### config.mk
export PLATFORM = sky130hd
export DESIGN_NAME = qmi_tlv_message_parser
export DESIGN_NICKNAME = d
export VERILOG_FILES = /design/src/hw/rtl/qmi_tlv_pkg.sv /design/src/hw/rtl/qmi_tlv_message_parser.sv
export SDC_FILE = /design/constraint.sdc
export NUM_CORES = 1
export LEC_CHECK = 0
export CAP_MARGIN = 20
export CORE_MARGIN = 2
export CORE_UTILIZATION = 35
export CTS_CLUSTER_SIZE = 20
export DETAILED_ROUTE_END_ITERATION = 12
export DONT_BUFFER_PORTS = 1
export GPL_TIMING_DRIVEN = 0
export PLACE_DENSITY_LB_ADDON = 0.08
export REMOVE_ABC_BUFFERS = 1
export SYNTH_ARGS = -nofsm -noshare
export SYNTH_HDL_FRONTEND = slang
export SYNTH_SLANG_ARGS = --single-unit
### constraint.sdc
create_clock -name i_clk -period 14 [get_ports i_clk]
set_clock_uncertainty 0.1 [all_clocks]
set_input_delay 0 -clock i_clk [delete_from_list [all_inputs] [get_ports i_clk]]
set_output_delay 0 -clock i_clk [all_outputs]
set_load 0.02 [all_outputs]
### src/hw/rtl/qmi_tlv_pkg.sv
// ----------------------------------------------------------------------------
// QMI TLV message parser package
// Shared types, field layouts and protocol constants for the parser.
// ----------------------------------------------------------------------------
package qmi_tlv_pkg;

    // Longest datagram that is parsed; later bytes are dropped
    localparam int MAX_DATAGRAM = 4096;
    localparam int CNT_W        = $clog2(MAX_DATAGRAM + 1);
    // Wide enough for byte position + 1 + 16-bit record length
    localparam int SUM_W        = ((CNT_W > 16) ? CNT_W : 16) + 2;

    localparam int HDR_LEN      = 7;

    localparam logic [15:0] MSG_REGISTER   = 16'h0020;
    localparam logic [15:0] MSG_INDICATION = 16'h0022;
    localparam logic [15:0] MSG_ACK        = 16'h0023;

    localparam logic [7:0]  MTYPE_RESPONSE   = 8'h02;
    localparam logic [7:0]  MTYPE_INDICATION = 8'h04;

    localparam logic [7:0]  REC_RESULT     = 8'h02;
    localparam logic [7:0]  REC_IND_NAME   = 8'h02;
    localparam logic [7:0]  REC_RESP_STATE = 8'h10;
    localparam logic [7:0]  REC_IND_TXN    = 8'h03;
    localparam logic [7:0]  REC_IND_STATE  = 8'h01;

    // Configuration register indexes
    localparam int CFG_IDX_W = 4;
    localparam logic [CFG_IDX_W-1:0] CFG_REGISTER_TXN = CFG_IDX_W'(0);
    localparam logic [CFG_IDX_W-1:0] CFG_ACK_TXN      = CFG_IDX_W'(1);

    localparam logic [15:0] REGISTER_TXN_RST = 16'd1;
    localparam logic [15:0] ACK_TXN_RST      = 16'd2;

    typedef enum logic [1:0] {
        KIND_OTHER    = 2'd0,
        KIND_REGISTER = 2'd1,
        KIND_IND      = 2'd2,
        KIND_ACK      = 2'd3
    } t_kind;

    typedef enum logic [1:0] {
        STATUS_COMPLETE  = 2'd0,
        STATUS_SHORT_HDR = 2'd1,
        STATUS_TRUNCATED = 2'd2
    } t_status;

    typedef enum logic [1:0] {
        PH_TYPE  = 2'd0,
        PH_LEN0  = 2'd1,
        PH_LEN1  = 2'd2,
        PH_VALUE = 2'd3
    } t_phase;

    typedef struct packed {
        logic [7:0] data_byte;
        logic       last_byte;
    } t_in_item;

    typedef struct packed {
        t_kind       kind;
        t_status     parse_status;
        logic        success;
        logic        result_seen;
        logic [15:0] qmi_result_code;
        logic [15:0] qmi_error_code;
        logic        state_seen;
        logic [31:0] state_value;
        logic        ind_txn_seen;
        logic [15:0] ind_txn;
        logic [15:0] header_txn;
        logic [15:0] header_msg_id;
    } t_out_item;

endpackage

### src/hw/rtl/qmi_tlv_message_parser.sv
// ----------------------------------------------------------------------------
// QMI TLV message parser
// Streams one datagram a byte at a time and reports one summary per datagram.
// ----------------------------------------------------------------------------
// Usage: feed the datagram one byte per transaction on the input channel, with
// last_byte set on its final byte. A new byte is accepted every cycle while no
// summary waits unaccepted; every byte updates the header, record-walk and capture
// registers in a single pass. The byte marked last produces one summary in
// the output register on the following cycle. While a summary waits there
// unaccepted the input is held off, so an output stall also stalls the bytes.
// Configuration writes are accepted at any time; the transaction ids in force
// when the seventh byte of a datagram arrives decide its kind. Bytes beyond
// qmi_tlv_pkg::MAX_DATAGRAM are dropped.
module qmi_tlv_message_parser (
    input  logic                               i_clk,
    input  logic                               i_rst_n,
    input  logic                               i_in_valid,
    output logic                               o_in_ready,
    input  qmi_tlv_pkg::t_in_item              i_in_data,
    output logic                               o_out_valid,
    input  logic                               i_out_ready,
    output qmi_tlv_pkg::t_out_item             o_out_data,
    input  logic                               i_cfg_valid,
    output logic                               o_cfg_ready,
    input  logic [qmi_tlv_pkg::CFG_IDX_W-1:0]  i_cfg_index,
    input  logic [15:0]                        i_cfg_data
);

    localparam int CW = qmi_tlv_pkg::CNT_W;
    localparam int SW = qmi_tlv_pkg::SUM_W;

    logic [15:0] r_cfg_reg_txn;
    logic [15:0] r_cfg_ack_txn;

    logic [CW-1:0]        r_count,    n_count;
    logic [7:0]           r_hdr_type, n_hdr_type;
    logic [15:0]          r_hdr_txn,  n_hdr_txn;
    logic [15:0]          r_hdr_msg,  n_hdr_msg;
    logic [15:0]          r_hdr_len,  n_hdr_len;
    qmi_tlv_pkg::t_kind   r_kind,     n_kind;
    qmi_tlv_pkg::t_phase  r_phase,    n_phase;
    logic [7:0]           r_rec_type, n_rec_type;
    logic [15:0]          r_rec_len,  n_rec_len;
    logic [15:0]          r_rec_off,  n_rec_off;
    logic [31:0]          r_vshift,   n_vshift;
    logic                 r_f_result, n_f_result;
    logic                 r_f_state,  n_f_state;
    logic                 r_f_name,   n_f_name;
    logic                 r_f_txn,    n_f_txn;
    logic                 r_f_trunc,  n_f_trunc;
    logic [15:0]          r_res_code, n_res_code;
    logic [15:0]          r_err_code, n_err_code;
    logic [31:0]          r_state_val, n_state_val;
    logic [15:0]          r_ind_txn,  n_ind_txn;

    logic                    r_out_valid;
    qmi_tlv_pkg::t_out_item  r_out, n_out;

    logic        in_acc;
    logic [7:0]  b;
    logic        fin;
    logic [15:0] fin_len;
    logic [SW-1:0] limit;
    logic [SW-1:0] rec_end;
    logic        trunc;
    logic        hdr_ok;

    assign o_in_ready  = !r_out_valid || i_out_ready;
    assign in_acc      = i_in_valid && o_in_ready;
    assign o_cfg_ready = 1'b1;
    assign b           = i_in_data.data_byte;
    assign o_out_valid = r_out_valid;
    assign o_out_data  = r_out;

    assign limit   = SW'(qmi_tlv_pkg::HDR_LEN) + SW'(r_hdr_len);
    assign rec_end = SW'(r_count) + SW'(1) + SW'({b, r_rec_len[7:0]});

    // Byte update, record walk and capture
    always_comb begin
        n_count     = r_count;
        n_hdr_type  = r_hdr_type;
        n_hdr_txn   = r_hdr_txn;
        n_hdr_msg   = r_hdr_msg;
        n_hdr_len   = r_hdr_len;
        n_kind      = r_kind;
        n_phase     = r_phase;
        n_rec_type  = r_rec_type;
        n_rec_len   = r_rec_len;
        n_rec_off   = r_rec_off;
        n_vshift    = r_vshift;
        n_f_result  = r_f_result;
        n_f_state   = r_f_state;
        n_f_name    = r_f_name;
        n_f_txn     = r_f_txn;
        n_f_trunc   = r_f_trunc;
        n_res_code  = r_res_code;
        n_err_code  = r_err_code;
        n_state_val = r_state_val;
        n_ind_txn   = r_ind_txn;
        fin         = 1'b0;
        fin_len     = r_rec_len;

        if (in_acc && (r_count < CW'(qmi_tlv_pkg::MAX_DATAGRAM))) begin
            if (r_count < CW'(qmi_tlv_pkg::HDR_LEN)) begin
                case (r_count[2:0])
                    3'd0: n_hdr_type      = b;
                    3'd1: n_hdr_txn[7:0]  = b;
                    3'd2: n_hdr_txn[15:8] = b;
                    3'd3: n_hdr_msg[7:0]  = b;
                    3'd4: n_hdr_msg[15:8] = b;
                    3'd5: n_hdr_len[7:0]  = b;
                    3'd6: begin
                        n_hdr_len[15:8] = b;
                        // Classify on the registers as they stand now
                        if (r_hdr_type == qmi_tlv_pkg::MTYPE_RESPONSE &&
                            r_hdr_txn == r_cfg_reg_txn &&
                            r_hdr_msg == qmi_tlv_pkg::MSG_REGISTER) begin
                            n_kind = qmi_tlv_pkg::KIND_REGISTER;
                        end else if (r_hdr_type == qmi_tlv_pkg::MTYPE_INDICATION &&
                                     r_hdr_msg == qmi_tlv_pkg::MSG_INDICATION) begin
                            n_kind = qmi_tlv_pkg::KIND_IND;
                        end else if (r_hdr_type == qmi_tlv_pkg::MTYPE_RESPONSE &&
                                     r_hdr_txn == r_cfg_ack_txn &&
                                     r_hdr_msg == qmi_tlv_pkg::MSG_ACK) begin
                            n_kind = qmi_tlv_pkg::KIND_ACK;
                        end else begin
                            n_kind = qmi_tlv_pkg::KIND_OTHER;
                        end
                    end
                    default: ;
                endcase
            end else if (!r_f_trunc && (SW'(r_count) < limit)) begin
                case (r_phase)
                    qmi_tlv_pkg::PH_TYPE: begin
                        n_rec_type = b;
                        n_rec_len  = 16'd0;
                        n_phase    = qmi_tlv_pkg::PH_LEN0;
                    end
                    qmi_tlv_pkg::PH_LEN0: begin
                        n_rec_len = {8'd0, b};
                        n_phase   = qmi_tlv_pkg::PH_LEN1;
                    end
                    qmi_tlv_pkg::PH_LEN1: begin
                        n_rec_len = {b, r_rec_len[7:0]};
                        n_rec_off = 16'd0;
                        n_vshift  = 32'd0;
                        fin_len   = {b, r_rec_len[7:0]};
                        if (rec_end > limit) begin
                            n_f_trunc = 1'b1;
                            n_phase   = qmi_tlv_pkg::PH_TYPE;
                        end else if (fin_len == 16'd0) begin
                            fin     = 1'b1;
                            n_phase = qmi_tlv_pkg::PH_TYPE;
                        end else begin
                            n_phase = qmi_tlv_pkg::PH_VALUE;
                        end
                    end
                    default: begin
                        if (r_rec_off < 16'd4) begin
                            n_vshift = r_vshift | (32'(b) << {r_rec_off[1:0], 3'b000});
                        end
                        n_rec_off = r_rec_off + 16'd1;
                        if (n_rec_off == r_rec_len) begin
                            fin     = 1'b1;
                            n_phase = qmi_tlv_pkg::PH_TYPE;
                        end
                    end
                endcase
            end
            n_count = r_count + CW'(1);
        end

        // Capture a completed record by message kind
        if (fin) begin
            case (r_kind)
                qmi_tlv_pkg::KIND_REGISTER: begin
                    if (r_rec_type == qmi_tlv_pkg::REC_RESULT && fin_len >= 16'd4) begin
                        n_res_code = n_vshift[15:0];
                        n_err_code = n_vshift[31:16];
                        n_f_result = 1'b1;
                    end else if (r_rec_type == qmi_tlv_pkg::REC_RESP_STATE &&
                                 fin_len >= 16'd4) begin
                        n_state_val = n_vshift;
                        n_f_state   = 1'b1;
                    end
                end
                qmi_tlv_pkg::KIND_IND: begin
                    if (r_rec_type == qmi_tlv_pkg::REC_IND_STATE && fin_len >= 16'd4) begin
                        n_state_val = n_vshift;
                        n_f_state   = 1'b1;
                    end else if (r_rec_type == qmi_tlv_pkg::REC_IND_NAME) begin
                        n_f_name = 1'b1;
                    end else if (r_rec_type == qmi_tlv_pkg::REC_IND_TXN &&
                                 fin_len >= 16'd2) begin
                        n_ind_txn = n_vshift[15:0];
                        n_f_txn   = 1'b1;
                    end
                end
                qmi_tlv_pkg::KIND_ACK: begin
                    if (r_rec_type == qmi_tlv_pkg::REC_RESULT && fin_len >= 16'd4) begin
                        n_res_code = n_vshift[15:0];
                        n_err_code = n_vshift[31:16];
                        n_f_result = 1'b1;
                    end
                end
                default: ;
            endcase
        end
    end

    // Summary for the datagram, built from the updated state
    assign hdr_ok = (n_count >= CW'(qmi_tlv_pkg::HDR_LEN));
    assign trunc  = n_f_trunc || (n_phase == qmi_tlv_pkg::PH_VALUE);

    always_comb begin
        n_out                 = '0;
        n_out.kind            = qmi_tlv_pkg::KIND_OTHER;
        n_out.parse_status    = qmi_tlv_pkg::STATUS_SHORT_HDR;
        n_out.qmi_result_code = 16'hFFFF;
        n_out.qmi_error_code  = 16'hFFFF;
        if (hdr_ok) begin
            n_out.kind          = n_kind;
            n_out.parse_status  = trunc ? qmi_tlv_pkg::STATUS_TRUNCATED
                                        : qmi_tlv_pkg::STATUS_COMPLETE;
            n_out.header_txn    = n_hdr_txn;
            n_out.header_msg_id = n_hdr_msg;
            case (n_kind)
                qmi_tlv_pkg::KIND_REGISTER, qmi_tlv_pkg::KIND_ACK: begin
                    n_out.result_seen = n_f_result;
                    if (n_f_result) begin
                        n_out.qmi_result_code = n_res_code;
                        n_out.qmi_error_code  = n_err_code;
                    end
                    n_out.success = n_f_result && (n_res_code == 16'd0);
                    if (n_kind == qmi_tlv_pkg::KIND_REGISTER) begin
                        n_out.state_seen = n_f_state;
                        if (n_f_state) begin
                            n_out.state_value = n_state_val;
                        end
                        if (trunc) begin
                            n_out.success = 1'b0;
                        end
                    end
                end
                qmi_tlv_pkg::KIND_IND: begin
                    n_out.state_seen   = n_f_state;
                    n_out.ind_txn_seen = n_f_txn;
                    if (n_f_state) begin
                        n_out.state_value = n_state_val;
                    end
                    if (n_f_txn) begin
                        n_out.ind_txn = n_ind_txn;
                    end
                    n_out.success = n_f_state && n_f_txn && n_f_name && !trunc;
                end
                default: ;
            endcase
        end
    end

    always_ff @(posedge i_clk) begin
        if (!i_rst_n) begin
            r_cfg_reg_txn <= qmi_tlv_pkg::REGISTER_TXN_RST;
            r_cfg_ack_txn <= qmi_tlv_pkg::ACK_TXN_RST;
        end else if (i_cfg_valid) begin
            if (i_cfg_index == qmi_tlv_pkg::CFG_REGISTER_TXN) begin
                r_cfg_reg_txn <= i_cfg_data;
            end else if (i_cfg_index == qmi_tlv_pkg::CFG_ACK_TXN) begin
                r_cfg_ack_txn <= i_cfg_data;
            end
        end
    end

    always_ff @(posedge i_clk) begin
        if (!i_rst_n || (in_acc && i_in_data.last_byte)) begin
            // Drop all datagram state after reset and after each summary
            r_count     <= '0;
            r_hdr_type  <= '0;
            r_hdr_txn   <= '0;
            r_hdr_msg   <= '0;
            r_hdr_len   <= '0;
            r_kind      <= qmi_tlv_pkg::KIND_OTHER;
            r_phase     <= qmi_tlv_pkg::PH_TYPE;
            r_rec_type  <= '0;
            r_rec_len   <= '0;
            r_rec_off   <= '0;
            r_vshift    <= '0;
            r_f_result  <= 1'b0;
            r_f_state   <= 1'b0;
            r_f_name    <= 1'b0;
            r_f_txn     <= 1'b0;
            r_f_trunc   <= 1'b0;
            r_res_code  <= 16'hFFFF;
            r_err_code  <= 16'hFFFF;
            r_state_val <= '0;
            r_ind_txn   <= '0;
        end else begin
            r_count     <= n_count;
            r_hdr_type  <= n_hdr_type;
            r_hdr_txn   <= n_hdr_txn;
            r_hdr_msg   <= n_hdr_msg;
            r_hdr_len   <= n_hdr_len;
            r_kind      <= n_kind;
            r_phase     <= n_phase;
            r_rec_type  <= n_rec_type;
            r_rec_len   <= n_rec_len;
            r_rec_off   <= n_rec_off;
            r_vshift    <= n_vshift;
            r_f_result  <= n_f_result;
            r_f_state   <= n_f_state;
            r_f_name    <= n_f_name;
            r_f_txn     <= n_f_txn;
            r_f_trunc   <= n_f_trunc;
            r_res_code  <= n_res_code;
            r_err_code  <= n_err_code;
            r_state_val <= n_state_val;
            r_ind_txn   <= n_ind_txn;
        end
    end

    always_ff @(posedge i_clk) begin
        if (!i_rst_n) begin
            r_out_valid <= 1'b0;
        end else if (in_acc && i_in_data.last_byte) begin
            r_out_valid <= 1'b1;
        end else if (i_out_ready) begin
            r_out_valid <= 1'b0;
        end
    end

    always_ff @(posedge i_clk) begin
        if (in_acc && i_in_data.last_byte) begin
            r_out <= n_out;
        end
    end

    a_count_range: assert property (@(posedge i_clk) disable iff (!i_rst_n)
        r_count <= CW'(qmi_tlv_pkg::MAX_DATAGRAM))
        else $error("byte count past maximum datagram length");

    a_trunc_after_hdr: assert property (@(posedge i_clk) disable iff (!i_rst_n)
        (r_f_trunc || r_phase != qmi_tlv_pkg::PH_TYPE) |->
            r_count > CW'(qmi_tlv_pkg::HDR_LEN))
        else $error("record walk active before header complete");

    a_clear_on_last: assert property (@(posedge i_clk) disable iff (!i_rst_n)
        (in_acc && i_in_data.last_byte) |=> (r_count == '0 && !r_f_trunc))
        else $error("datagram state not cleared after last byte");

    a_short_hdr: assert property (@(posedge i_clk) disable iff (!i_rst_n)
        (r_out_valid && r_out.parse_status == qmi_tlv_pkg::STATUS_SHORT_HDR) |->
            (r_out.kind == qmi_tlv_pkg::KIND_OTHER && !r_out.success))
        else $error("short header summary carries a message kind");

    a_ind_success: assert property (@(posedge i_clk) disable iff (!i_rst_n)
        (r_out_valid && r_out.kind == qmi_tlv_pkg::KIND_IND && r_out.success) |->
            (r_out.state_seen && r_out.ind_txn_seen))
        else $error("indication valid without state and transaction records");

endmodule
== Word level (Yosys, flattened, before mapping) ==
Index checks and enable logic that the tools add are counted.
Cells by class
  mux-type cells: 87
  reductions and logical operators: 48
  equality and inequality tests: 28
  shifts and indexed selects: 1
  $lt $le $gt $ge: 8
  add/subtract/negate cells: 5
  bitwise operators: 5
Operators by type and width (number)
  16-bit 2-to-1 mux: 19
  32-bit 2-to-1 mux: 9
  32-bit one-hot mux with 2 select lines: 2
  33-bit one-hot mux with 2 select lines: 1
  16-bit == test: 3
  16-bit by 6-bit == test with 1-bit output (second input constant): 3
  16-bit one-hot mux with 3 select lines: 1
  33-bit 2-to-1 mux: 1
  16-bit zero test: 2
  8-bit 2-to-1 mux: 4
  32-bit bitwise OR: 1
  16-bit one-hot mux with 2 select lines: 1
  8-bit by 5-bit left shift with 32-bit output: 1
  1-bit 2-to-1 mux: 31
  2-bit 2-to-1 mux: 13
  8-bit by 2-bit == test with 1-bit output (second input constant): 3
  3-bit AND reduction: 6
  14-bit by 16-bit adder with 17-bit output: 1
  3-bit by 16-bit adder with 17-bit output (first input constant): 1
  17-bit > comparator: 1
  1-bit logical AND: 17
  13-bit by 17-bit < comparator with 1-bit output: 1
  16-bit by 1-bit adder with 16-bit output (second input constant): 1
  16-bit by 2-bit >= comparator with 1-bit output (second input constant): 1
  31 further kinds: 58
Word-level totals
  bits of input ports: 34
  register bits: 383
  output and inout bits: 123
  word-level logic and storage cells: 219

== Depth between registers and ports, before layout ==
Gate-level depths: netlist (run 1).
  depth after elaboration: 17
  mapped depth: 28
  mapped depth without buffers: 26

== Least setup slack after synthesis (run 1) ==
Ideal clock, no wire load.
  path type: register to register
  start: reg r_count[0]
  end: reg r_out, in the netlist o_out_data[52] (data pin)
  cell stages (with the launch flop): 29
  path buffers: 2
  library setup time: 0.135 ns
  path slack: 8.867 ns
  arrival time: 4.898 ns
  clock period less this slack: 5.133 ns
  required time: 13.765 ns
  path through: dfxtp_1 inv_1 ha_1 fa_1 nor2b_1 o2111ai_1 a21oi_1 o21ai_0 a21oi_1 o21ai_0 a21boi_0 o21ai_0 nand2b_1 a31oi_1 xnor2_1 ha_1 nand3_1 nor2_1 nand3_1 nor3_1 and4_1 a21o_1 o211a_1 o2111ai_2 a21boi_1 or3_1 buf_2 buf_8 nor2_4
On the way
  longest elaborated chain between the ends: 14
  elaborated cells on any way between the ends: 47
  classes of those cells: add/sub: 3; order compare: 6; eq/ne: 4; mux: 28; reduce/logical: 6
Ends and longest elaborated chain
  start: declaration: line qmi_tlv_message_parser.sv:35  | logic [CW-1:0] r_count, n_count;
  start signal: assignment: line qmi_tlv_message_parser.sv:298  | r_count <= n_count;
  branches (longest 14 deep; another with 14-bit by 16-bit adder with 17-bit output)
  end signal: assignment: line qmi_tlv_message_parser.sv:333  | r_out <= n_out;
  end: declaration: line qmi_tlv_message_parser.sv:57  | qmi_tlv_pkg::t_out_item r_out, n_out;
Several ways; the timed one is not identified.
A chain may end at the register's enable or synchronous reset.

== Final worst setup path (run 1) ==
  start: reg r_count[0]
  end: reg r_out, in the netlist o_out_data[49] (data pin)
The elaborated chain is that of the path after synthesis.

==> key figures, run 1 <==
Outcome
  • Status: completed

STA
  • Setup Viol. Count Final: 0
  • Unrepaired setup endpoints after global routing: no
  • Maximum clock rate: 143 MHz
  • Final hold violations: 0
  • Worst hold slack: 0.0384 ns
  • Minimum clock period: 7.02 ns
  • Post-Route Setup TNS: 0 ns
  • Worst-margin pin slew: 1.09 ns
  • Final Cycle Share: 50.1%
  • Slew Limit Fails: 0
  • Rel. slew slack: 27.1%

Yosys
  • Seq/Total Area, Yosys: 50.5%
  • Synth Register Bits: 383
  • Yosys warns: 0
  • Mean post-synth cell area: 9.45 um2
  • Main flop type after synthesis: dfxtp_1
  • Cells after synthesis: 1857
  • Post-synth EDFFs: 120
  • Unique masters post-synth: 86
  • Post-Syn Area: 17500 um2
  • Async S/R FF share, synth: 0%

Power and ir drop
  • PD cells: 118 nW/um2
  • Switching Share: 23.7%
  • Clk pwr share: 46.3%
  • Psw: 565 uW
  • P_leak: 7.00 nW
  • Internal: 1.82 mW
  • Sequential power share: 49.7%
  • Logic pwr share: 4.0%
  • Max rail drop VDD: 0.0806 mV

Layout
  • Multi-input gate area: 8150 um2
  • Final std cells w/o fill: 2570
  • Fin util: 40.5%
  • Area Overhead vs Synth: 15.2%
  • Fillers: 5009
  • Post-layout nets: 1946
  • FF+latch area: 8870 um2
  • Final Instance Area: 20200 um2
  • Share of post-route cells with drive strength above 1: 7.38%
  • Commonest cells after routing, fill and taps aside: nor2_1, dfxtp_1, nand2_1, a21oi_1, edfxtp_1
  • Most common cell after layout, fill and taps aside: nor2_1

Floorplanning
  • Row Count: 82
  • Starting Density: 35.2%
  • IO Pins: 157
  • Die X: 228 um
  • Die H: 228 um
  • Die ar.: 51900 um2
  • Placeable Area: 49900 um2

Placed design
  • IO Port Bufs: 0
  • Dpl cells: 2440
  • Placed cell areas: 18300 um2
  • DP Wirelength: 33.3 mm
  • GPL Wtd Cong: 0.822

CTS
  • Clock Latency Late Sink: 0.57 ns
  • Setup Fix Bufs, Post-CTS: 0
  • Worst-path clk slew: 0.06 ns
  • CTS Buf Count: 44
  • Clock tree root buffer cell: clkbuf_16
  • H-tree levels: 2
  • CTS Sinks: 383
  • Hold buffers post-CTS: 46
  • Max Buffers Root-to-Sink: 3
  • Post-CTS Resized: 0
  • CTS tree: yes

Critical path
  • Worst setup EP type: flip-flop
  • Startpoint types: flip-flop
  • CP required: 14.30 ns
  • CP Data Arrival Time: 7.32 ns
  • Critical Path Fanout Max: 18
  • Crit path kind: flip-flop to flip-flop

Global routing
  • Initial antenna violation count: 1
  • GRT Residual Overflow: 0
  • Vias in the first global route: 12900
  • All-Layer GR Usage: 19.7%
  • Largest net degree at the start of global routing: 78
  • First-pass GRT wire length: 80.0 mm

Worst hold path
  • Hold Crit Class: primary input to flip-flop

Route
  • Iter 0 DRT Violations: 919
  • Initial DRT Pass Iterations: 5
  • Via density: 5.17
  • Routed WL: 51.9 mm
  • Routed len/inst: 20.2 um
  • Vias: 13300
  • Post-route ant nets: 0
  • Residual DRC: 0

Flow run
  • Max-cap viol count: 0
per-stage QoR:
step                      setup slack (ns)  total power, mW
after floorplan                       7.29             1.25
after global placement                4.45             1.28
after detailed placement              6.96             1.28
after CTS                             6.93             2.42
after global routing                  6.38             2.47
final                                 6.98             2.39
layer usage:
layer / global-route usage [%] / vias to the layer above / wire, um
met2: 32.1 / 234 / 24100
met3: 4.94 / 69 / 2800
met1: 26.5 / 6493 / 24100
met4: 4.53 / 0 / 969
li1: - / 6494 / -
met5: 0 / - / 0
state kept, by name, indices dropped and copies added (netlist names):
name,flops
r_vshift,32
r_f_state,1
r_kind,2
r_cfg_ack_txn,16
r_f_name,1
r_hdr_msg,16
r_hdr_len,16
r_rec_type,8
r_hdr_type,8
r_f_trunc,1
r_f_result,1
o_out_valid,1
r_rec_off,16
r_count,13
o_out_data,120
r_phase,2
r_hdr_txn,16
r_ind_txn,16
r_f_txn,1
r_cfg_reg_txn,16
r_rec_len,16
r_err_code,16
r_res_code,16
r_state_val,32
critical path, cell delays in order, from the launching register on:
cell and delay [ns]:
dfxtp_1 0.48, inv_1 0.16, ha_1 0.26, fa_1 0.43, nor2b_1 0.18, o2111ai_1 0.15
a21oi_1 0.15, o21ai_0 0.14, a21oi_1 0.20, o21ai_0 0.13, a21boi_0 0.27, o21ai_0 0.11
nand2b_1 0.17, a31oi_1 0.13, xnor2_1 0.15, ha_1 0.27, nand3_1 0.11, nor2_1 0.16
nand3_1 0.17, nor3_1 0.23, and4_1 0.22, a21o_1 0.21, o211a_1 0.30, o2111ai_4 0.38
a21boi_1 0.31, or3_2 0.77, buf_12 0.30, nor2_1 0.20
logic make-up after synthesis:
family | Yosys count | synth area share [%]
AOI/OAI and AO/OA | 309 | 11.2
xor gates and xnor gates | 90 | 4.73
adders and majority gates | 51 | 3.68
buffers and inverters | 143 | 3.34
DFF | 383 | 50.5
muxes | 79 | 4.54
other | 1 | 0.0214
and+or+nand+nor | 801 | 21.9
power groups by stage:
stage               logic, mW  clock network [mW]  registers, mW
floorplan              0.0470                   0           1.21
global placement       0.0662                   0           1.21
global route            0.104                1.18           1.19
detailed placement     0.0710                   0           1.21
CTS                    0.0966                1.14           1.19
finish                 0.0954                1.10           1.19
final timing paths:
path	from	end	slack, ns	cells past startpoint
max	r_count[0]	o_out_data[49]	6.98	27
min	i_rst_n	r_hdr_txn[5]	0.04	2
max reg2reg	r_count[0]	o_out_data[49]	6.98	27
min reg2reg	r_err_code[13]	r_err_code[13]	0.36	2
cells in the mapped netlist (4+ instances only):
library cell | count | area, um2
o211ai_1 | 8 | 60.1
nand2_1 | 179 | 672
nor4_1 | 26 | 163
a22oi_1 | 32 | 240
inv_1 | 35 | 131
xnor2_1 | 60 | 526
clkbuf_1 | 76 | 285
ha_1 | 50 | 626
and3_1 | 11 | 68.8
dfxtp_1 | 263 | 5270
o211a_1 | 5 | 50.1
nor2_4 | 19 | 214
or3_1 | 15 | 93.8
o21ai_0 | 37 | 185
xor2_1 | 27 | 236
o32ai_1 | 4 | 35.0
nand3_1 | 50 | 250
nand4b_1 | 4 | 35.0
or4_1 | 12 | 90.1
a21boi_0 | 17 | 128
nor2_1 | 341 | 1280
mux2i_1 | 76 | 761
nor2b_1 | 23 | 144
nand3b_1 | 10 | 75.1
nand4_1 | 22 | 138
o22ai_1 | 5 | 31.3
nor3_2 | 4 | 40.0
buf_2 | 12 | 60.1
edfxtp_1 | 120 | 3600
nor4b_1 | 5 | 43.8
nor3_1 | 24 | 120
a21oi_1 | 139 | 696
nor3b_1 | 4 | 30.0
and4_1 | 6 | 52.6
nand2b_1 | 13 | 81.3
a31oi_1 | 8 | 50.1
o2111ai_1 | 4 | 35.0
a21o_1 | 11 | 82.6
and2_1 | 14 | 87.6
o21a_1 | 4 | 30.0
or2_1 | 4 | 25.0
buf_1 | 13 | 48.8
cell type report:
class / count / area share [%]
clock buffer: 65 / 6.04
sequential: 383 / 43.9
timing repair buffer: 64 / 4.19
multi-input combinational: 1331 / 40.3
antenna: 1 / 0.0124
clock inverter: 17 / 0.712
tap: 672 / 4.16
inverter: 37 / 0.712
No activity file was read; power rests on OpenSTA's default activity.
==> run 2, diff against run 1 <==
- ABC_AREA: unset -> 1
- clock period: 14 -> 6.6 ns (I/O delays scaled with it)
==> run 2 against run 1 <==
Effect of this change: non-clock buffer count is 14 lower; clock-buffer cell count decreased by 6; design area increased by 2.1%; clock power rose by 140%; combinational power rose by 140%; critical path depth up 7; critical path type unchanged; critical endpoint is now o_out_data[69]; largest power group is now the clock network.
==> key figures, run 2 <==
Floorplanning
  • Placeable Area: 50300 um2 (+0.82%)
  • Die ar.: 52900 um2 (+1.9%)
  • Row Count: 82 (unchanged)
  • IO Pins: 157 (unchanged)
  • Die H: 230 um (+0.97%)
  • Starting Density: 35.6% (+0.40 points)
  • Die X: 230 um (+0.97%)

Critical path
  • Critical Path Fanout Max: 33 (+15)
  • FF-to-FF path depth: 34 (+26%)
  • CP Data Arrival Time: 6.47 ns (-0.85 ns)
  • Critical Path Max Stage Delay: 0.41 ns (-0.36 ns)
  • Cell mode on critical path: nand2_1
  • Crit path kind: flip-flop to flip-flop
  • Worst setup EP type: flip-flop
  • Crit path depth: 34 (+26%)
  • Worst path top cell family by delay: simple AND/OR/NAND/NOR gates
  • Startpoint types: flip-flop
  • Slowest CP cell: dfxtp_2
  • Worst path bufs/invs: 5 (+3)
  • CP required: 6.90 ns (-7.40 ns)

STA
  • Maximum clock rate: 162 MHz (+14%)
  • PnR worst setup slack: 0.427 ns (-6.56 ns)
  • Unrepaired setup endpoints after global routing: no
  • Slew Limit Fails: 0 (unchanged)
  • Minimum clock period: 6.17 ns (-0.844 ns)
  • Worst hold slack: 0.0540 ns (+0.0156 ns)
  • Setup Viol. Count Final: 0 (unchanged)
  • Final Cycle Share: 93.5% (+43 points)
  • Worst-margin pin slew: 1.03 ns (-0.0587 ns)
  • Final hold violations: 0 (unchanged)
  • Rel. slew slack: 31.0% (+3.9 points)

CTS
  • Clock Latency Late Sink: 0.58 ns (about the same)
  • CTS Sinks: 383 (unchanged)
  • Max Buffers Root-to-Sink: 3 (unchanged)
  • Worst-path clk slew: 0.06 ns (about the same)
  • H-tree levels: 2 (unchanged)
  • CTS tree: yes
  • Clock tree root buffer cell: clkbuf_16
  • CTS Buf Count: 45 (+2.3%)

Yosys
  • Synth area leaders: dfxtp_1, edfxtp_1, nand2_1
  • Yosys warns: 0 (unchanged)
  • Cells after synthesis: 2221 (+20%)
  • Mean post-synth cell area: 8.06 um2 (-15%)
  • Seq/Total Area, Yosys: 49.6% (-0.98 points)
  • Top-area cell type share of the netlist area: 29.4% (-0.58 points)
  • Commonest cells post-synth: nand2_1, inv_1, nor2_1
  • Main flop type after synthesis: dfxtp_1
  • Unique masters post-synth: 55 (-36%)
  • Synth area leader: dfxtp_1
  • Post-Syn Area: 17900 um2 (+2.0%)
  • Async S/R FF share, synth: 0% (unchanged)
  • Synth Register Bits: 383 (unchanged)
  • Post-synth EDFFs: 120 (unchanged)
  • Top-count cell post-synth: nand2_1

Layout
  • Fin util: 41.1% (+0.52 points)
  • Final std cells w/o fill: 2939 (+14%)
  • FF+latch area: 8870 um2 (about the same)
  • Fillers: 5123 (+2.3%)
  • Most common cell after layout, fill and taps aside: nand2_1
  • Share of post-route cells with drive strength above 1: 8.43% (+1.1 points)
  • Commonest cells after routing, fill and taps aside: nand2_1, inv_1, nor2_1, dfxtp_1, a21oi_1
  • Area Overhead vs Synth: 15.4%
  • Multi-input gate area: 7550 um2 (-7.3%)
  • Max reg flops: 120 (unchanged)
  • Post-layout nets: 2313 (+19%)

Route
  • Iter 0 DRT Violations: 874 (-4.9%)
  • Initial DRT Pass Iterations: 5 (unchanged)
  • Routed WL: 55.0 mm (+5.9%)
  • Post-route ant nets: 0 (unchanged)
  • Metal3 WL: 3.49 mm (+25%)
  • Routed len/inst: 18.7 um (-7.4%)
  • Top sig layer: met4
  • Via density: 4.89 (-5.5%)
  • Wire length on met1: 24.9 mm (+3.6%)
  • Residual DRC: 0 (unchanged)
  • Met2 wire len: 24.7 mm (+2.3%)
  • Vias: 14400 (+8.0%)

Global routing
  • Vias in the first global route: 13900 (+8.3%)
  • Initial antenna violation count: 5 (+4)
  • First-pass GRT wire length: 82.3 mm (+3.0%)
  • GRT Residual Overflow: 0 (unchanged)
  • Largest net degree at the start of global routing: 77 (-1.3%)
  • All-Layer GR Usage: 20.2% (+0.45 points)

Placed design
  • GPL Wtd Cong: 0.851 (+3.5%)
  • Worst slack, placed: -1.02 ns (-7.99 ns)
  • IO Port Bufs: 0 (unchanged)
  • Dpl cells: 2808 (+15%)
  • DP Wirelength: 35.8 mm (+7.5%)

Power and ir drop
  • PD cells: 259 nW/um2 (+120%)
  • Final Power: 5.35 mW (+120%)
  • P_leak: 8.47 nW (+21%)
  • Max rail drop VDD: 0.175 mV (+120%)

Outcome
  • Status: completed

Worst hold path
  • Hold Crit Class: primary input to flip-flop
  • Hold path depth: 3 (+1)

Flow run
  • Max-cap viol count: 0 (unchanged)
==> run 2: cell types whose count changed after synthesis, moves of 15 or more <==
cell      previous run  this run
nand3_1             50        73
a21boi_0            17         2
a22oi_1             32         0
o21ai_1              2        41
xnor2_1             60        18
mux2i_1             76         0
inv_1               35       306
xor2_1              27        51
nor2_1             341       294
or2_2                2        35
or3_1               15         0
o21ai_0             37       100
nand2_1            179       417
nor2b_1             23         0
==> run 2: layer usage <==
| metal | global-route usage [%] | vias to the layer above |
|---|---|---|
| li1 | - | 7210 |
| met1 | 26.3 | 6686 |
| met2 | 32.6 | 371 |
| met3 | 4.85 | 91 |
| met4 | 7.20 | 0 |
| met5 | 0 | - |
==> run 2: cells by family after synthesis <==
family / Yosys count / synth area share, %
buf+inv: 409 / 8.90
compound gates: 374 / 11.8
other cells: 1 / 0.0210
fa+ha+maj: 51 / 3.61
xor+xnor: 69 / 3.38
flops: 383 / 49.6
simple gates: 934 / 22.7
==> run 2: tightest hold or removal path: cells and delay by family <==
kind | cells | cell delay [ns]
AOI/OAI and AO/OA | 1 | 0.05
buffers and inverters | 1 | 0.55
and+or+nand+nor | 1 | 0.07
==> run 2: cell type report <==
class | count | area share (%)
antenna | 2 | 0.0242
clock buffer | 59 | 6.01
clock inverter | 25 | 1.46
inverter | 315 | 5.75
multi-input combinational | 1432 | 36.6
sequential | 383 | 43.0
tap | 672 | 4.07
timing repair buffer | 50 | 3.08
timing repair inverter | 1 | 0.0364
==> run 2: path summary, 6_finish.rpt <==
path / start / end / slack [ns]
worst max register to register: r_count[0] / o_out_data[69] / 0.43
worst min-delay path: i_cfg_data[5] / r_cfg_reg_txn[5] / 0.05
worst max-delay path: r_count[0] / o_out_data[69] / 0.43
worst min register to register: r_hdr_type[6] / r_hdr_type[6] / 0.35
==> run 2: power by group <==
part / leakage (nW) / internal, mW / switching [mW]
sequential: 3.18 / 2.46 / 0.0461
clock: 0.759 / 1.57 / 1.04
combinational: 4.53 / 0.0652 / 0.167
total: 8.47 / 4.09 / 1.26
==> run 2: repair_timing <==
action | 4_1_cts | 5_1_grt
gates resized for setup | 8 | 10
gates cloned | 2 | 2
pin swaps | 0 | 3
setup endpoints to repair | 66 | 99
hold endpoints to repair | 205 | 0
hold buffers | 31 | 0
setup buffers | 2 | 7
==> run 2: metrics by stage <==
stage                     cell area [um2]  setup TNS (ns)
final                               20600               0
after detailed placement            18500          -24.44
after global routing                20600               0
after CTS                           20500               0
after global placement              18300        -2526.76
after floorplan                     17500         -689.28
==> run 3, diff against run 2 <==
- clock period: 6.6 -> 5.95 ns (I/O delays scaled with it)
==> run 3 against run 2 <==
Effect of this change: global-route usage is 0.52 points higher; worst hold slack lost 0.0016 ns; register-to-register slack got worse by 0.12 ns; sequential share of layout area down 0.65 points; combinational power rose by 15%; maximum frequency increased by 9.4%; sequential cell count unchanged.
==> key figures, run 3 (same netlist as run 2, synthesis figures left out) <==
Power and ir drop
  • Sequential power share: 46.8% (about the same)
  • Switching Share: 23.5% (about the same)
  • Clk pwr share: 48.7% (about the same)
  • Internal: 4.54 mW (+11%)
  • P_leak: 8.60 nW (+1.5%)
  • Max rail drop VDD: 0.192 mV (+9.9%)
  • Psw: 1.40 mW (+11%)
  • PD cells: 283 nW/um2 (+9.3%)
  • Logic pwr share: 4.5% (+0.2 points)
  • Final Power: 5.94 mW (+11%)

Route
  • Routed WL: 56.7 mm (+3.0%)
  • Initial DRT Pass Iterations: 5 (unchanged)
  • Via density: 4.93 (+0.81%)
  • Iter 0 DRT Violations: 912 (+4.3%)
  • Residual DRC: 0 (unchanged)
  • Post-route ant nets: 0 (unchanged)
  • Routed len/inst: 19.1 um (+2.3%)
  • Vias: 14600 (+1.5%)

Floorplanning
  • Die H: 230 um (unchanged)
  • IO Pins: 157 (unchanged)
  • Starting Density: 35.6% (unchanged)
  • Placeable Area: 50300 um2 (unchanged)
  • Die X: 230 um (unchanged)
  • Die ar.: 52900 um2 (unchanged)
  • Row Count: 82 (unchanged)

CTS
  • Worst-path clk slew: 0.06 ns (about the same)
  • Clock tree root buffer cell: clkbuf_16
  • CTS Buf Count: 45 (unchanged)
  • H-tree levels: 2 (unchanged)
  • CTS Sinks: 383 (unchanged)
  • Max Buffers Root-to-Sink: 3 (unchanged)
  • CTS tree: yes
  • Clock Latency Late Sink: 0.57 ns (about the same)

Outcome
  • Status: completed

Critical path
  • CP Data Arrival Time: 5.87 ns (-0.60 ns)
  • Startpoint types: flip-flop
  • Slowest CP cell: fa_2
  • Worst setup EP type: flip-flop
  • CP required: 6.17 ns (-0.73 ns)
  • Crit path kind: flip-flop to flip-flop
  • Cell mode on critical path: nand2_2
  • Critical Path Fanout Max: 8 (-76%)
  • Critical Path Max Stage Delay: 0.40 ns (about the same)

Global routing
  • GRT Residual Overflow: 0 (unchanged)
  • All-Layer GR Usage: 20.7% (+0.52 points)
  • Initial antenna violation count: 5 (unchanged)
  • First-pass GRT wire length: 84.0 mm (+2.1%)
  • Largest net degree at the start of global routing: 77 (unchanged)
  • Vias in the first global route: 14100 (+1.1%)

Layout
  • Final Instance Area: 21000 um2 (+1.6%)
  • Commonest cells after routing, fill and taps aside: nand2_1, inv_1, nor2_1, dfxtp_1, a21oi_1
  • Max reg flops: 120 (unchanged)
  • Post-layout nets: 2334 (+0.91%)
  • Final std cells w/o fill: 2960 (+0.71%)
  • Area Overhead vs Synth: 17.2%
  • Most common cell after layout, fill and taps aside: nand2_1
  • Share of post-route cells with drive strength above 1: 9.97% (+1.5 points)

STA
  • Final Cycle Share: 94.9% (+1.3 points)
  • Setup Viol. Count Final: 0 (unchanged)
  • PnR worst setup slack: 0.306 ns (-0.121 ns)
  • Worst hold slack: 0.0524 ns (-0.00162 ns)
  • Maximum clock rate: 177 MHz (+9.4%)
  • Minimum clock period: 5.64 ns (-0.529 ns)
  • Slew Limit Fails: 0 (unchanged)
  • Final hold violations: 0 (unchanged)
  • Worst-margin pin slew: 1.04 ns (+0.00713 ns)
  • Rel. slew slack: 30.5% (-0.48 points)

Placed design
  • DP Wirelength: 35.8 mm (unchanged)
  • GPL Wtd Cong: 0.851 (unchanged)
  • Placed cell areas: 18500 um2 (unchanged)
  • IO Port Bufs: 0 (unchanged)
  • Worst slack, placed: -1.67 ns (-0.650 ns)
  • Dpl cells: 2808 (unchanged)

Worst hold path
  • Hold Crit Class: primary input to flip-flop

Flow run
  • Max-cap viol count: 0 (unchanged)
-- run 3: changes by cell type in the layout (fill, tap and decap cells not counted), moves of 3 or more --
cell / delta
buf_4: +12
inv_1: -3
nand2_2: +4
nand2_1: -4
o21ai_0: -3
-- run 3: power by group through the flow --
stage / Sequential [mW] / Combinational (mW) / Clock [mW]
after detailed placement: 2.84 / 0.219 / 0
final: 2.78 / 0.266 / 2.89
after global routing: 2.78 / 0.292 / 3.06
after global placement: 2.85 / 0.200 / 0
after CTS: 2.78 / 0.261 / 2.97
after floorplan: 2.83 / 0.134 / 0
-- run 3: routing by layer --
layer / global-route usage (%) / vias to the layer above / routed length (um)
met5: 0 / - / 0
met4: 7.40 / 0 / 1870
met3: 4.81 / 88 / 3460
met2: 33.7 / 386 / 26000
met1: 26.9 / 6844 / 25400
li1: - / 7260 / -
-- run 3: through the flow --
step                util [%]  TNS (ns)
floorplan                  -   -902.09
global placement        36.5  -2803.34
detailed placement      36.9    -97.97
CTS                     41.2         0
global route            41.7   -0.0496
finish                  41.7         0
-- run 3: worst paths after layout --
check / from / end / slack [ns] / cells past startpoint
worst min register to register: r_hdr_type[6] / r_hdr_type[6] / 0.35 / 2
worst max register to register: r_count[0] / o_out_data[69] / 0.31 / 36
worst min-delay path: i_cfg_data[5] / r_cfg_reg_txn[5] / 0.05 / 3
worst max-delay path: r_count[0] / o_out_data[69] / 0.31 / 36
-- run 3: layout make-up --
class | instances | area (um2)
diodes | 2 | 5.00
clock buffers | 59 | 1240
clock inverters | 25 | 302
fillers | 5098 | 29300
inverters | 315 | 1190
multi-input cells | 1435 | 7670
flip-flops and latches | 383 | 8880
well taps | 672 | 841
repair buffers | 68 | 838
repair inverters | 1 | 7.51
-- run 3: what timing repair did --
| action | CTS | global route |
|---|---|---|
| endpoints found under the hold margin | 203 | 0 |
| setup endpoints to repair | 162 | 149 |
| pin swaps | 7 | 13 |
| gates resized for setup | 21 | 24 |
| gates cloned | 5 | 5 |
| setup buffers | 15 | 9 |
| hold buffers | 31 | 0 |
-- run 3: critical path, delay by kind of cell (launching register included) --
kind	cells	cell delay (ns)
and+or+nand+nor	18	2.13
AOI/OAI and AO/OA	7	0.92
adders and majority gates	3	0.86
buffers and inverters	7	0.82
DFF	1	0.37
xor gates and xnor gates	1	0.16
